`src/rtl/core/ppi_mode0_ata_bridge_top_defines.svh`:
```
// Assertion macros for the mode-0 parallel port / ATA bridge.
// Used by ppi_mode0_ata_bridge_top; expects i_clk and i_rst_n in scope.
`ifndef PPI_MODE0_ATA_BRIDGE_TOP_DEFINES_SVH
`define PPI_MODE0_ATA_BRIDGE_TOP_DEFINES_SVH

// same-cycle implication
`define PMAB_ASSERT_NOW(lbl, ante, cons) \
    lbl: assert property (@(posedge i_clk) disable iff (!i_rst_n) (ante) |-> (cons)) \
        else $error("pmab assertion failed");

// next-cycle implication
`define PMAB_ASSERT_NEXT(lbl, ante, cons) \
    lbl: assert property (@(posedge i_clk) disable iff (!i_rst_n) (ante) |=> (cons)) \
        else $error("pmab assertion failed");

`endif

```
`src/rtl/core/pmab_pkg.sv`:
```
// Shared types and constants of the mode-0 parallel port / ATA bridge.
// No dependencies.
package pmab_pkg;

    // port select codes
    localparam logic [1:0] PORT_A    = 2'd0;
    localparam logic [1:0] PORT_B    = 2'd1;
    localparam logic [1:0] PORT_C    = 2'd2;
    localparam logic [1:0] PORT_CTRL = 2'd3;

    // request type codes
    localparam logic REQ_READ  = 1'b0;
    localparam logic REQ_WRITE = 1'b1;

    // port C line layout
    localparam logic [7:0] PC_ADDR_BITS = 8'h07;
    localparam logic [7:0] PC_CS0_BIT   = 8'h08;
    localparam logic [7:0] PC_WR_BIT    = 8'h20;
    localparam logic [7:0] PC_RD_BIT    = 8'h40;

    // control word layout
    localparam logic [7:0] CW_C_LOW_IN  = 8'h01;
    localparam logic [7:0] CW_B_IN      = 8'h02;
    localparam logic [7:0] CW_B_MODE    = 8'h04;
    localparam logic [7:0] CW_C_HIGH_IN = 8'h08;
    localparam logic [7:0] CW_A_IN      = 8'h10;
    localparam logic [7:0] CW_A_MODE    = 8'h60;
    localparam logic [7:0] CW_SET_FLAG  = 8'h80;

    localparam logic [7:0] NIB_LOW  = 8'h0F;
    localparam logic [7:0] NIB_HIGH = 8'hF0;

    typedef struct packed {
        logic        req_type;
        logic [1:0]  port_sel;
        logic [7:0]  write_data;
        logic [15:0] ata_read_word;
    } t_req;

    typedef struct packed {
        logic [7:0]  read_data;
        logic        ata_write_strobe;
        logic        ata_read_strobe;
        logic [2:0]  ata_address;
        logic [15:0] ata_write_word;
        logic        mode_error;
    } t_rsp;

endpackage

```
`src/rtl/core/pmab_if.sv`:
```
// Valid/ready channel interfaces for bus requests and results.
// Depends on pmab_pkg.
interface pmab_req_if;
    import pmab_pkg::*;
    logic valid;
    logic ready;
    t_req payload;
    modport source (output valid, output payload, input ready);
    modport sink (input valid, input payload, output ready);
endinterface

interface pmab_rsp_if;
    import pmab_pkg::*;
    logic valid;
    logic ready;
    t_rsp payload;
    modport source (output valid, output payload, input ready);
    modport sink (input valid, input payload, output ready);
endinterface

```
`src/rtl/core/ppi_mode0_ata_bridge_top.sv`:
```
// A request is held in the input register, then moves to the result register, which presents the result.
// One request per clock while results are taken; the port latches and the strobe edge detector
// update in the single cycle a request moves from the input to the result register.
// Reset (synchronous, active low): latches, strobe history and control word go to 0,
// both pipeline registers empty.
// Depends on pmab_pkg, pmab_if and ppi_mode0_ata_bridge_top_defines.svh.
`include "ppi_mode0_ata_bridge_top_defines.svh"

module ppi_mode0_ata_bridge_top (
    input  logic        i_clk,
    input  logic        i_rst_n,
    pmab_req_if.sink    i_req,
    pmab_rsp_if.source  o_rsp
);
    import pmab_pkg::*;

    logic       r_in_valid;
    t_req       r_in;
    logic       r_out_valid;
    t_rsp       r_out;

    logic [7:0] r_a, r_b, r_c, r_ctrl;
    logic [1:0] r_prev;
    logic [7:0] n_a, n_b, n_c, n_ctrl;
    logic [1:0] n_prev;
    t_rsp       n_out;

    logic       advance;
    logic [7:0] outmask;
    logic [7:0] c_new;
    logic       cs0, wr_rise, rd_rise;

    assign advance     = r_in_valid && (!r_out_valid || o_rsp.ready);
    assign i_req.ready = !r_in_valid || advance;
    assign o_rsp.valid = r_out_valid;
    assign o_rsp.payload = r_out;

    always_comb begin
        n_a     = r_a;
        n_b     = r_b;
        n_c     = r_c;
        n_ctrl  = r_ctrl;
        n_prev  = r_prev;
        n_out   = '0;
        outmask = '0;
        if ((r_ctrl & CW_C_LOW_IN) == 8'h00) outmask = outmask | NIB_LOW;
        if ((r_ctrl & CW_C_HIGH_IN) == 8'h00) outmask = outmask | NIB_HIGH;
        c_new   = (r_c & ~outmask) | (r_in.write_data & outmask);
        cs0     = (c_new & PC_CS0_BIT) != 8'h00;
        wr_rise = ((c_new & PC_WR_BIT) != 8'h00) && !r_prev[0];
        rd_rise = ((c_new & PC_RD_BIT) != 8'h00) && !r_prev[1];

        if (r_in.req_type == REQ_WRITE) begin
            case (r_in.port_sel)
                PORT_A: begin
                    if ((r_ctrl & CW_A_IN) == 8'h00) n_a = r_in.write_data;
                end
                PORT_B: begin
                    if ((r_ctrl & CW_B_IN) == 8'h00) n_b = r_in.write_data;
                end
                PORT_C: begin
                    n_c = c_new;
                    // write goes out with the old {B,A} before a read reloads them
                    if (cs0 && wr_rise) begin
                        n_out.ata_write_strobe = 1'b1;
                        n_out.ata_write_word   = {r_b, r_a};
                    end
                    if (cs0 && rd_rise) begin
                        n_out.ata_read_strobe = 1'b1;
                        n_a = r_in.ata_read_word[7:0];
                        n_b = r_in.ata_read_word[15:8];
                    end
                    if (cs0 && (wr_rise || rd_rise)) begin
                        n_out.ata_address = c_new[2:0] & PC_ADDR_BITS[2:0];
                    end
                    n_prev = {(c_new & PC_RD_BIT) != 8'h00, (c_new & PC_WR_BIT) != 8'h00};
                end
                PORT_CTRL: begin
                    if ((r_in.write_data & CW_SET_FLAG) != 8'h00) begin
                        n_ctrl = r_in.write_data;
                        n_out.mode_error =
                            (r_in.write_data & (CW_A_MODE | CW_B_MODE)) != 8'h00;
                    end
                end
                default: begin
                    n_ctrl = r_ctrl;
                end
            endcase
        end else begin
            case (r_in.port_sel)
                PORT_A: begin
                    if ((r_ctrl & CW_A_IN) != 8'h00) n_out.read_data = r_a;
                end
                PORT_B: begin
                    if ((r_ctrl & CW_B_IN) != 8'h00) n_out.read_data = r_b;
                end
                PORT_C: begin
                    // only input nibbles read back
                    n_out.read_data = r_c & ~outmask;
                end
                PORT_CTRL: begin
                    n_out.read_data = r_ctrl;
                end
                default: begin
                    n_out.read_data = 8'h00;
                end
            endcase
        end
    end

    always_ff @(posedge i_clk) begin
        if (!i_rst_n) begin
            r_in_valid  <= 1'b0;
            r_out_valid <= 1'b0;
            r_a         <= '0;
            r_b         <= '0;
            r_c         <= '0;
            r_ctrl      <= '0;
            r_prev      <= '0;
        end else begin
            if (i_req.valid && i_req.ready) begin
                r_in_valid <= 1'b1;
            end else if (advance) begin
                r_in_valid <= 1'b0;
            end
            if (advance) begin
                r_out_valid <= 1'b1;
                r_a         <= n_a;
                r_b         <= n_b;
                r_c         <= n_c;
                r_ctrl      <= n_ctrl;
                r_prev      <= n_prev;
            end else if (o_rsp.ready) begin
                r_out_valid <= 1'b0;
            end
        end
    end

    always_ff @(posedge i_clk) begin
        if (i_req.valid && i_req.ready) r_in <= i_req.payload;
        if (advance) r_out <= n_out;
    end

    `PMAB_ASSERT_NOW(a_wword_only_on_strobe,
        r_out_valid && !r_out.ata_write_strobe, r_out.ata_write_word == 16'h0000)
    `PMAB_ASSERT_NOW(a_addr_only_on_strobe,
        r_out_valid && !r_out.ata_write_strobe && !r_out.ata_read_strobe,
        r_out.ata_address == 3'd0)
    `PMAB_ASSERT_NOW(a_merr_needs_set_flag,
        r_out_valid && r_out.mode_error, r_ctrl[7])
    `PMAB_ASSERT_NEXT(a_stalled_request_kept,
        r_in_valid && !advance, r_in_valid && $stable(r_in))

endmodule
```
`src/flat_wrapper.sv`:
```
// flat-port wrapper written by rule: the top's interface ports become plain ports
module ppi_mode0_ata_bridge_top_flat import pmab_pkg::*;
  (i_clk, i_rst_n, i_req_valid, i_req_payload, i_req_ready, o_rsp_valid, o_rsp_payload, o_rsp_ready);
  pmab_req_if i_req_i ();
  pmab_rsp_if o_rsp_i ();
  input  logic i_clk;
  input  logic i_rst_n;
  input wire logic [$bits(i_req_i.valid)-1:0] i_req_valid;
  input wire logic [$bits(i_req_i.payload)-1:0] i_req_payload;
  output wire logic [$bits(i_req_i.ready)-1:0] i_req_ready;
  output wire logic [$bits(o_rsp_i.valid)-1:0] o_rsp_valid;
  output wire logic [$bits(o_rsp_i.payload)-1:0] o_rsp_payload;
  input wire logic [$bits(o_rsp_i.ready)-1:0] o_rsp_ready;
  assign i_req_i.valid = i_req_valid;
  assign i_req_i.payload = i_req_payload;
  assign i_req_ready = i_req_i.ready;
  assign o_rsp_valid = o_rsp_i.valid;
  assign o_rsp_payload = o_rsp_i.payload;
  assign o_rsp_i.ready = o_rsp_ready;
  ppi_mode0_ata_bridge_top u_core (.i_clk(i_clk), .i_rst_n(i_rst_n), .i_req(i_req_i), .o_rsp(o_rsp_i));
endmodule
```
`config.mk`:
```
export PLATFORM = sky130hd
export DESIGN_NAME = ppi_mode0_ata_bridge_top_flat
export DESIGN_NICKNAME = d
export VERILOG_FILES = /design/src/rtl/core/pmab_pkg.sv /design/src/rtl/core/pmab_if.sv /design/src/rtl/core/ppi_mode0_ata_bridge_top.sv /design/src/flat_wrapper.sv
export VERILOG_INCLUDE_DIRS = /design/src /design/src/rtl/core
export SDC_FILE = /design/constraint.sdc
export NUM_CORES = 1
export LEC_CHECK = 0
export BUFFER_PORTS_ARGS = -buffer_cell sky130_fd_sc_hd__buf_4
export CAP_MARGIN = 0
export CORE_MARGIN = 2
export CORE_UTILIZATION = 50
export DETAILED_ROUTE_END_ITERATION = 7
export GPL_ROUTABILITY_DRIVEN = 1
export GPL_TIMING_DRIVEN = 1
export HOLD_SLACK_MARGIN = 0.12
export PLACE_DENSITY = 0.75
export SYNTH_ARGS = -nofsm -noshare
export SYNTH_HDL_FRONTEND = slang
export SYNTH_SLANG_ARGS = --single-unit
```
`constraint.sdc`:
```
create_clock -name i_clk -period 1.91 [get_ports i_clk]
set_input_delay 0.191 -clock i_clk [delete_from_list [all_inputs] [get_ports i_clk]]
set_output_delay 0.191 -clock i_clk [all_outputs]
set_load 0.005 [all_outputs]
```
==> flow_summary.toml, run 1 <==
[outcome]
outcome = "completed"

[worst_hold_path]
min_from = "o_rsp_ready"
min_path_type = "input port to flop"

[routing]
via_count = 2534
antenna_left = 0
drc = 0
drtPass1Iterations = 4
drt_wl_total_mm = 7.67
wl_per_cell_um = 15.3
drt_iter0_markers = 129
routed_via_density = 5.05

[finish]
area_growth_pct = 29.4
antenna_cells = 0
drive_gt1_frac = 0.243
fin_area_um2 = 4920
fin_util = 0.675
layout.nets = 433
fin_cells = 502

[setup_path]
path_cells = "buf_4, ha_1, and2_2, nor4b_2, buf_4, mux2i_1"
path_class = "flop to flop"
worstPathRequired_ns = 2.20
critPathSlowestCell = "edfxtp_1"
start_kind = "flop"
cp_num_buf_inv = 2
path_common_cell = "buf_4"
endpoint_kind = "flop"
r2r-start = "u_core.r_in[24]"
cpPeakStageDelay_ns = 0.39
crit_start = "u_core.r_in[24]"
path_max_fanout = 8
cp_top_family = "simple AND/OR/NAND/NOR gates"
arrival_ns = 2.11

[clocking]
clk_pin_slew_ns = 0.09
cts_root_buffer = "clkbuf_8"
clockBufferDepth = 2
h-tree-depth = 3
clock_latency_ns = 0.37
cts_inserted_buffers = 9
cts_tree = "built"
clock_sinks = 91

[logic_synthesis]
async_flop_share = 0
syn-cell-area_um2 = 3800
ys_warn_count = 0
synth_nets = 341
synthCells = 306
synth-main-ff-cell = "edfxtp_1"
yosysSeqAreaShare = 0.629
yosys_register_bits = 91
syn_area_per_cell_um2 = 12.4
yosysUniqueCellTypes = 30
synth_edf_count = 57

[placed_design]
post-place-ws_ns = 0.0575
dp_hpwl_mm = 5.12
gp_congestion = 0.893
placed_area_um2 = 4400
numPlacedInstances = 457
io_buffers = 62

[floorplanning]
die-area_um2 = 8320
initial_core_util = 0.522
core.rowCount = 31
ios = 63
core_region_area_um2 = 7290
die_y_um = 91.2
die_x_um = 91.2

[job]
drv_cap = 0

[timing]
fmax_mhz = 552
tns_ns = 0
max_slew_margin = 0.695
skew_ns = 0.00966
worst_slew_pin_slew_ns = 0.454
hold_slack_ns = 0.209
final.period_utilization = 0.949
worst_slack_ns = 0.0980
rsz0062_at_grt = "false"
finalHoldViolCount = 0
setup_viol = 0
finalMaxSlewViolations = 0
period_needed_ns = 1.81

[global_route]
antenna_found_initial = 0
grt_pass1_wl_mm = 12.1
track_usage = 0.190
grt_start_max_net_pins = 51
grt_pass1_vias = 2381
grt_overflow = 0

[pwr]
power_leakage_nw = 1.91
power_mw = 3.93
ir_worst_vdd_mv = 0.439
powerDensity_nw_per_um2 = 798
-- final timing paths --
kind | end | slack [ns] | cells after the start
worst min register to register | u_core.r_ctrl[7] | 0.48 | 2
worst max-delay path | u_core.r_b[1] | 0.1 | 6
worst min-delay path | u_core.o_rsp.valid | 0.21 | 3
worst max register to register | u_core.r_b[1] | 0.1 | 6
-- placed cells by master, fill, tap and decap left out --
master	count
a211oi_1	2
a21boi_0	1
a21o_1	1
a21oi_1	2
a221oi_1	13
a311oi_1	1
and2_1	34
and2_2	1
buf_4	74
buf_6	1
bufinv_16	1
clkbuf_16	1
clkbuf_8	9
clkinv_4	1
dfxtp_1	34
dlygate4sd3_1	28
edfxtp_1	57
ha_1	4
inv_1	4
inv_6	3
inv_8	1
mux2i_1	36
nand2_1	26
nand2b_1	3
nand3_1	8
nor2_1	5
nor2b_1	26
nor3_1	1
nor3_4	1
nor4_1	1
nor4_2	1
nor4b_2	1
o21a_1	1
o21ai_0	16
o31a_1	1
or3b_2	1
or4b_4	2
-- cell families (layout without fill, tap and decap cells) --
kind of cell | Yosys count | in the layout | synth area share
compound gates | 38 | 38 | 0.0681
fa+ha+maj | 4 | 4 | 0.0132
buf+inv | 26 | 123 | 0.0286
flops | 91 | 91 | 0.629
mux | 36 | 36 | 0.0947
simple gates | 111 | 111 | 0.167
-- worst register-to-register path: stages, from the launching register on --
cell and delay, ns:
edfxtp_1 0.39, buf_4 0.15, ha_1 0.20, and2_2 0.26, nor4b_2 0.30, buf_4 0.24, mux2i_1 0.21
-- where the power goes --
group / internal [mW] / switching, mW / leakage, nW
clock network: 0.709 / 0.701 / 0.115
registers: 2.16 / 0.0401 / 0.829
logic: 0.177 / 0.142 / 0.962
-- flip-flops by register name, summed over array words and instances (netlist names), named ones only --
| name | count |
|---|---|
| u_core.r_c | 5 |
| u_core.r_b | 8 |
| u_core.o_rsp.payload | 30 |
| u_core.o_rsp.valid | 1 |
| u_core.r_a | 8 |
| u_core.r_in | 27 |
| u_core.r_prev | 1 |
| u_core.r_in_valid | 1 |
| u_core.r_ctrl | 8 |
-- Yosys cell counts, types with 5 or more instances --
cell type | n | area, um2
mux2i_1 | 36 | 360
nor2b_1 | 26 | 163
clkbuf_1 | 17 | 63.8
and2_1 | 35 | 219
a221oi_1 | 13 | 114
edfxtp_1 | 57 | 1710
nor2_1 | 5 | 18.8
o21ai_0 | 16 | 80.1
dfxtp_1 | 34 | 681
nand2_1 | 26 | 97.6
nand3_1 | 8 | 40.0
-- layer usage --
layer / routed length (um) / share of wire / global-route usage
met1: 3570 / 0.47 / 0.258
met2: 3520 / 0.46 / 0.294
met5: 0 / 0 / 0
met3: 353 / 0.046 / 0.0266
met4: 218 / 0.028 / 0.110
-- area by class of cell --
type	instances	area, um2
inverter	4	15.0
clock buffer	10	149
multi-input combinational	189	1320
fill	571	2370
clock inverter	6	76.3
timing repair buffer	103	847
sequential	91	2390
tap	99	124
-- timing repair --
action                                 in CTS  in global routing
endpoints found under the hold margin      28                  0
hold buffers                               28                  0
setup buffers                               0                  1
resized for setup                           0                  4
setup endpoints to repair                   0                 15
(Power assumes the default switching activity.)
==> inputs of run 2 (changes only) <==
--- a/config.mk
+++ b/config.mk
@@ -6,6 +6,7 @@
 export SDC_FILE = /design/constraint.sdc
 export NUM_CORES = 1
 export LEC_CHECK = 0
+export ABC_AREA = 1
 export BUFFER_PORTS_ARGS = -buffer_cell sky130_fd_sc_hd__buf_4
 export CAP_MARGIN = 0
 export CORE_MARGIN = 2
@@ -15,6 +16,7 @@
 export GPL_TIMING_DRIVEN = 1
 export HOLD_SLACK_MARGIN = 0.12
 export PLACE_DENSITY = 0.75
+export SETUP_SLACK_MARGIN = 0.15
 export SYNTH_ARGS = -nofsm -noshare
 export SYNTH_HDL_FRONTEND = slang
 export SYNTH_SLANG_ARGS = --single-unit
==> constraint.sdc (replaced) <==
create_clock -name i_clk -period 1.91 [get_ports i_clk]
set_input_delay 0.382 -clock i_clk [delete_from_list [all_inputs] [get_ports i_clk]]
set_output_delay 0.382 -clock i_clk [all_outputs]
set_load 0.005 [all_outputs]
==> flow_summary.toml, run 2 <==
[job]
drv_cap = 0

[placed_design]
dp_hpwl_mm = 5.64
gp_congestion = 0.873
io_buffers = 62
numPlacedInstances = 553
placed_area_um2 = 4440

[logic_synthesis]
synthMuxAreaShare = 0
synth_edf_count = 57
synthCells = 398
yosysMostFrequentCell = "nand2_1"
synth-main-ff-cell = "edfxtp_1"
synth_adder_area_share = 0.0128
yosysUniqueCellTypes = 27
synth_xor_area_frac = 0
synth_top_family_by_area = "simple AND/OR/NAND/NOR gates"
yosysTopAreaCell = "edfxtp_1"
synth_top_cell_area_share = 0.439
syn-cell-area_um2 = 3900
synth-compound-area-share = 0.0853
async_flop_share = 0
yosys_register_bits = 91
ys_warn_count = 0
synth_nets = 433
yosysSeqAreaShare = 0.613
yosys.area_share.simple = 0.200
yosys-top-cells-count = "70 x nand2_1, 57 x edfxtp_1, 54 x nor2_1"
ys_top_cells_by_area = "edfxtp_1 44%, dfxtp_1 17%, nand2_1 6.7%"
syn_area_per_cell_um2 = 9.80

[timing]
worst_slew_pin_slew_ns = 0.543
period_needed_ns = 1.67
finalHoldViolCount = 0
finalMaxSlewViolations = 0
tns_ns = 0
max_slew_margin = 0.638
final.period_utilization = 0.876
fmax_mhz = 597
skew_ns = 0.0120
rsz0062_at_grt = "false"
setup_viol = 0
hold_slack_ns = 0.188

[setup_path]
path_common_cell = "nor2_1"
cp_num_buf_inv = 3
cpPeakStageDelay_ns = 0.43
arrival_ns = 1.94
worstPathRequired_ns = 2.18
path_max_fanout = 10
endpoint_kind = "flop"
path_class = "flop to flop"
path_cells = "inv_1, ha_2, buf_6, nor2_1, nor2_4, buf_4, nand4_1, nand2_1, nor2_1"
cp_top_family = "simple AND/OR/NAND/NOR gates"
critPathSlowestCell = "edfxtp_1"
start_kind = "flop"

[floorplanning]
initial_core_util = 0.510
die_x_um = 92.3
die_y_um = 92.3
core_region_area_um2 = 7650
ios = 63
core.rowCount = 32
die-area_um2 = 8520

[routing]
routed_via_density = 5.08
via_count = 2899
drc = 0
drtPass1Iterations = 7
drt_wl_total_mm = 7.85
antenna_left = 0
wl_per_cell_um = 13.7
drt_iter0_markers = 157

[pwr]
power_mw = 3.96
switchingPower_uw = 876
p_sw_frac = 0.221
p_comb_frac = 0.085
p_int_mw = 3.08
power_leakage_nw = 1.90
power_frac_clock = 0.357
powerDensity_nw_per_um2 = 844
power_frac_seq = 0.558
ir_worst_vdd_mv = 0.410

[finish]
nFillCells = 646
final_cell_mix = "70 x nand2_1, 69 x buf_4, 57 x edfxtp_1"
layout.nets = 499
antenna_cells = 0
drive_gt1_frac = 0.228
area_growth_pct = 20.1
fin_area_um2 = 4690
largest_reg_flops = 30
layout_commonest_cell = "nand2_1"
fin_cells = 571

[worst_hold_path]
min_path_type = "input port to flop"

[global_route]
grt_pass1_wl_mm = 12.4
track_usage = 0.194
antenna_found_initial = 0
grt_pass1_vias = 2584
grt_overflow = 0
grt_start_max_net_pins = 30

[clocking]
clk_pin_slew_ns = 0.08
clockBufferDepth = 2
clock_sinks = 91
cts_root_buffer = "clkbuf_8"
clock_latency_ns = 0.37
cts_inserted_buffers = 9
cts_tree = "built"
h-tree-depth = 3

[outcome]
outcome = "completed"
-- run 2: worst paths after layout --
| path | startpoint | to | slack, ns | cells past startpoint |
|---|---|---|---|---|
| min | i_req_payload[18] | u_core.r_in[18] | 0.19 | 1 |
| min reg2reg | u_core.r_prev[0] | u_core.r_prev[0] | 0.48 | 2 |
| max | u_core.r_in[24] | u_core.r_a[0] | 0.24 | 9 |
| max reg2reg | u_core.r_in[24] | u_core.r_a[0] | 0.24 | 9 |
-- run 2: cell families after synthesis --
family | Yosys count
fa+ha+maj | 4
simple gates | 166
compound gates | 63
buf+inv | 74
flops | 91
-- run 2: area by class of cell --
type	count	area, um2	share of cell area
Sequential cell	91	2390	0.511
Multi-Input combinational cell	233	1170	0.250
Timing Repair Buffer	72	561	0.120
Inverter	57	216	0.0462
Clock buffer	11	141	0.0302
Tap cell	102	128	0.0272
Clock inverter	5	77.6	0.0166
-- run 2: metrics by stage --
step                setup WS (ns)   util
global route                0.131  0.613
global placement            0.313  0.580
CTS                         0.178  0.609
detailed placement          0.193  0.580
floorplan                   0.384      -
finish                      0.236  0.613
-- run 2: routing by layer --
layer,GRT usage,vias to the layer above,part of all wire
met2,0.303,114,0.47
li1,-,1442,-
met3,0.0366,20,0.067
met5,0,-,0
met1,0.254,1323,0.44
met4,0.112,0,0.029
-- run 2: power by group through the flow --
stage | registers (mW) | clock network (mW) | logic [mW]
after global placement | 2.25 | 0 | 0.323
after global routing | 2.21 | 1.51 | 0.374
after detailed placement | 2.25 | 0 | 0.329
after floorplan | 2.24 | 0 | 0.193
after CTS | 2.21 | 1.43 | 0.331
final | 2.21 | 1.41 | 0.338
-- run 2: timing repair --
action                     in CTS  in global routing
resized for setup               0                  5
setup buffers                   0                  2
hold buffers                    0                  0
setup endpoints to repair       0                 17
-- run 2: worst register-to-register path: stages, from the launching register on --
cell and delay, ns:
edfxtp_1 0.43, inv_1 0.11, ha_2 0.22, buf_6 0.17, nor2_1 0.09, nor2_4 0.16
buf_4 0.14, nand4_1 0.13, nand2_1 0.09, nor2_1 0.04
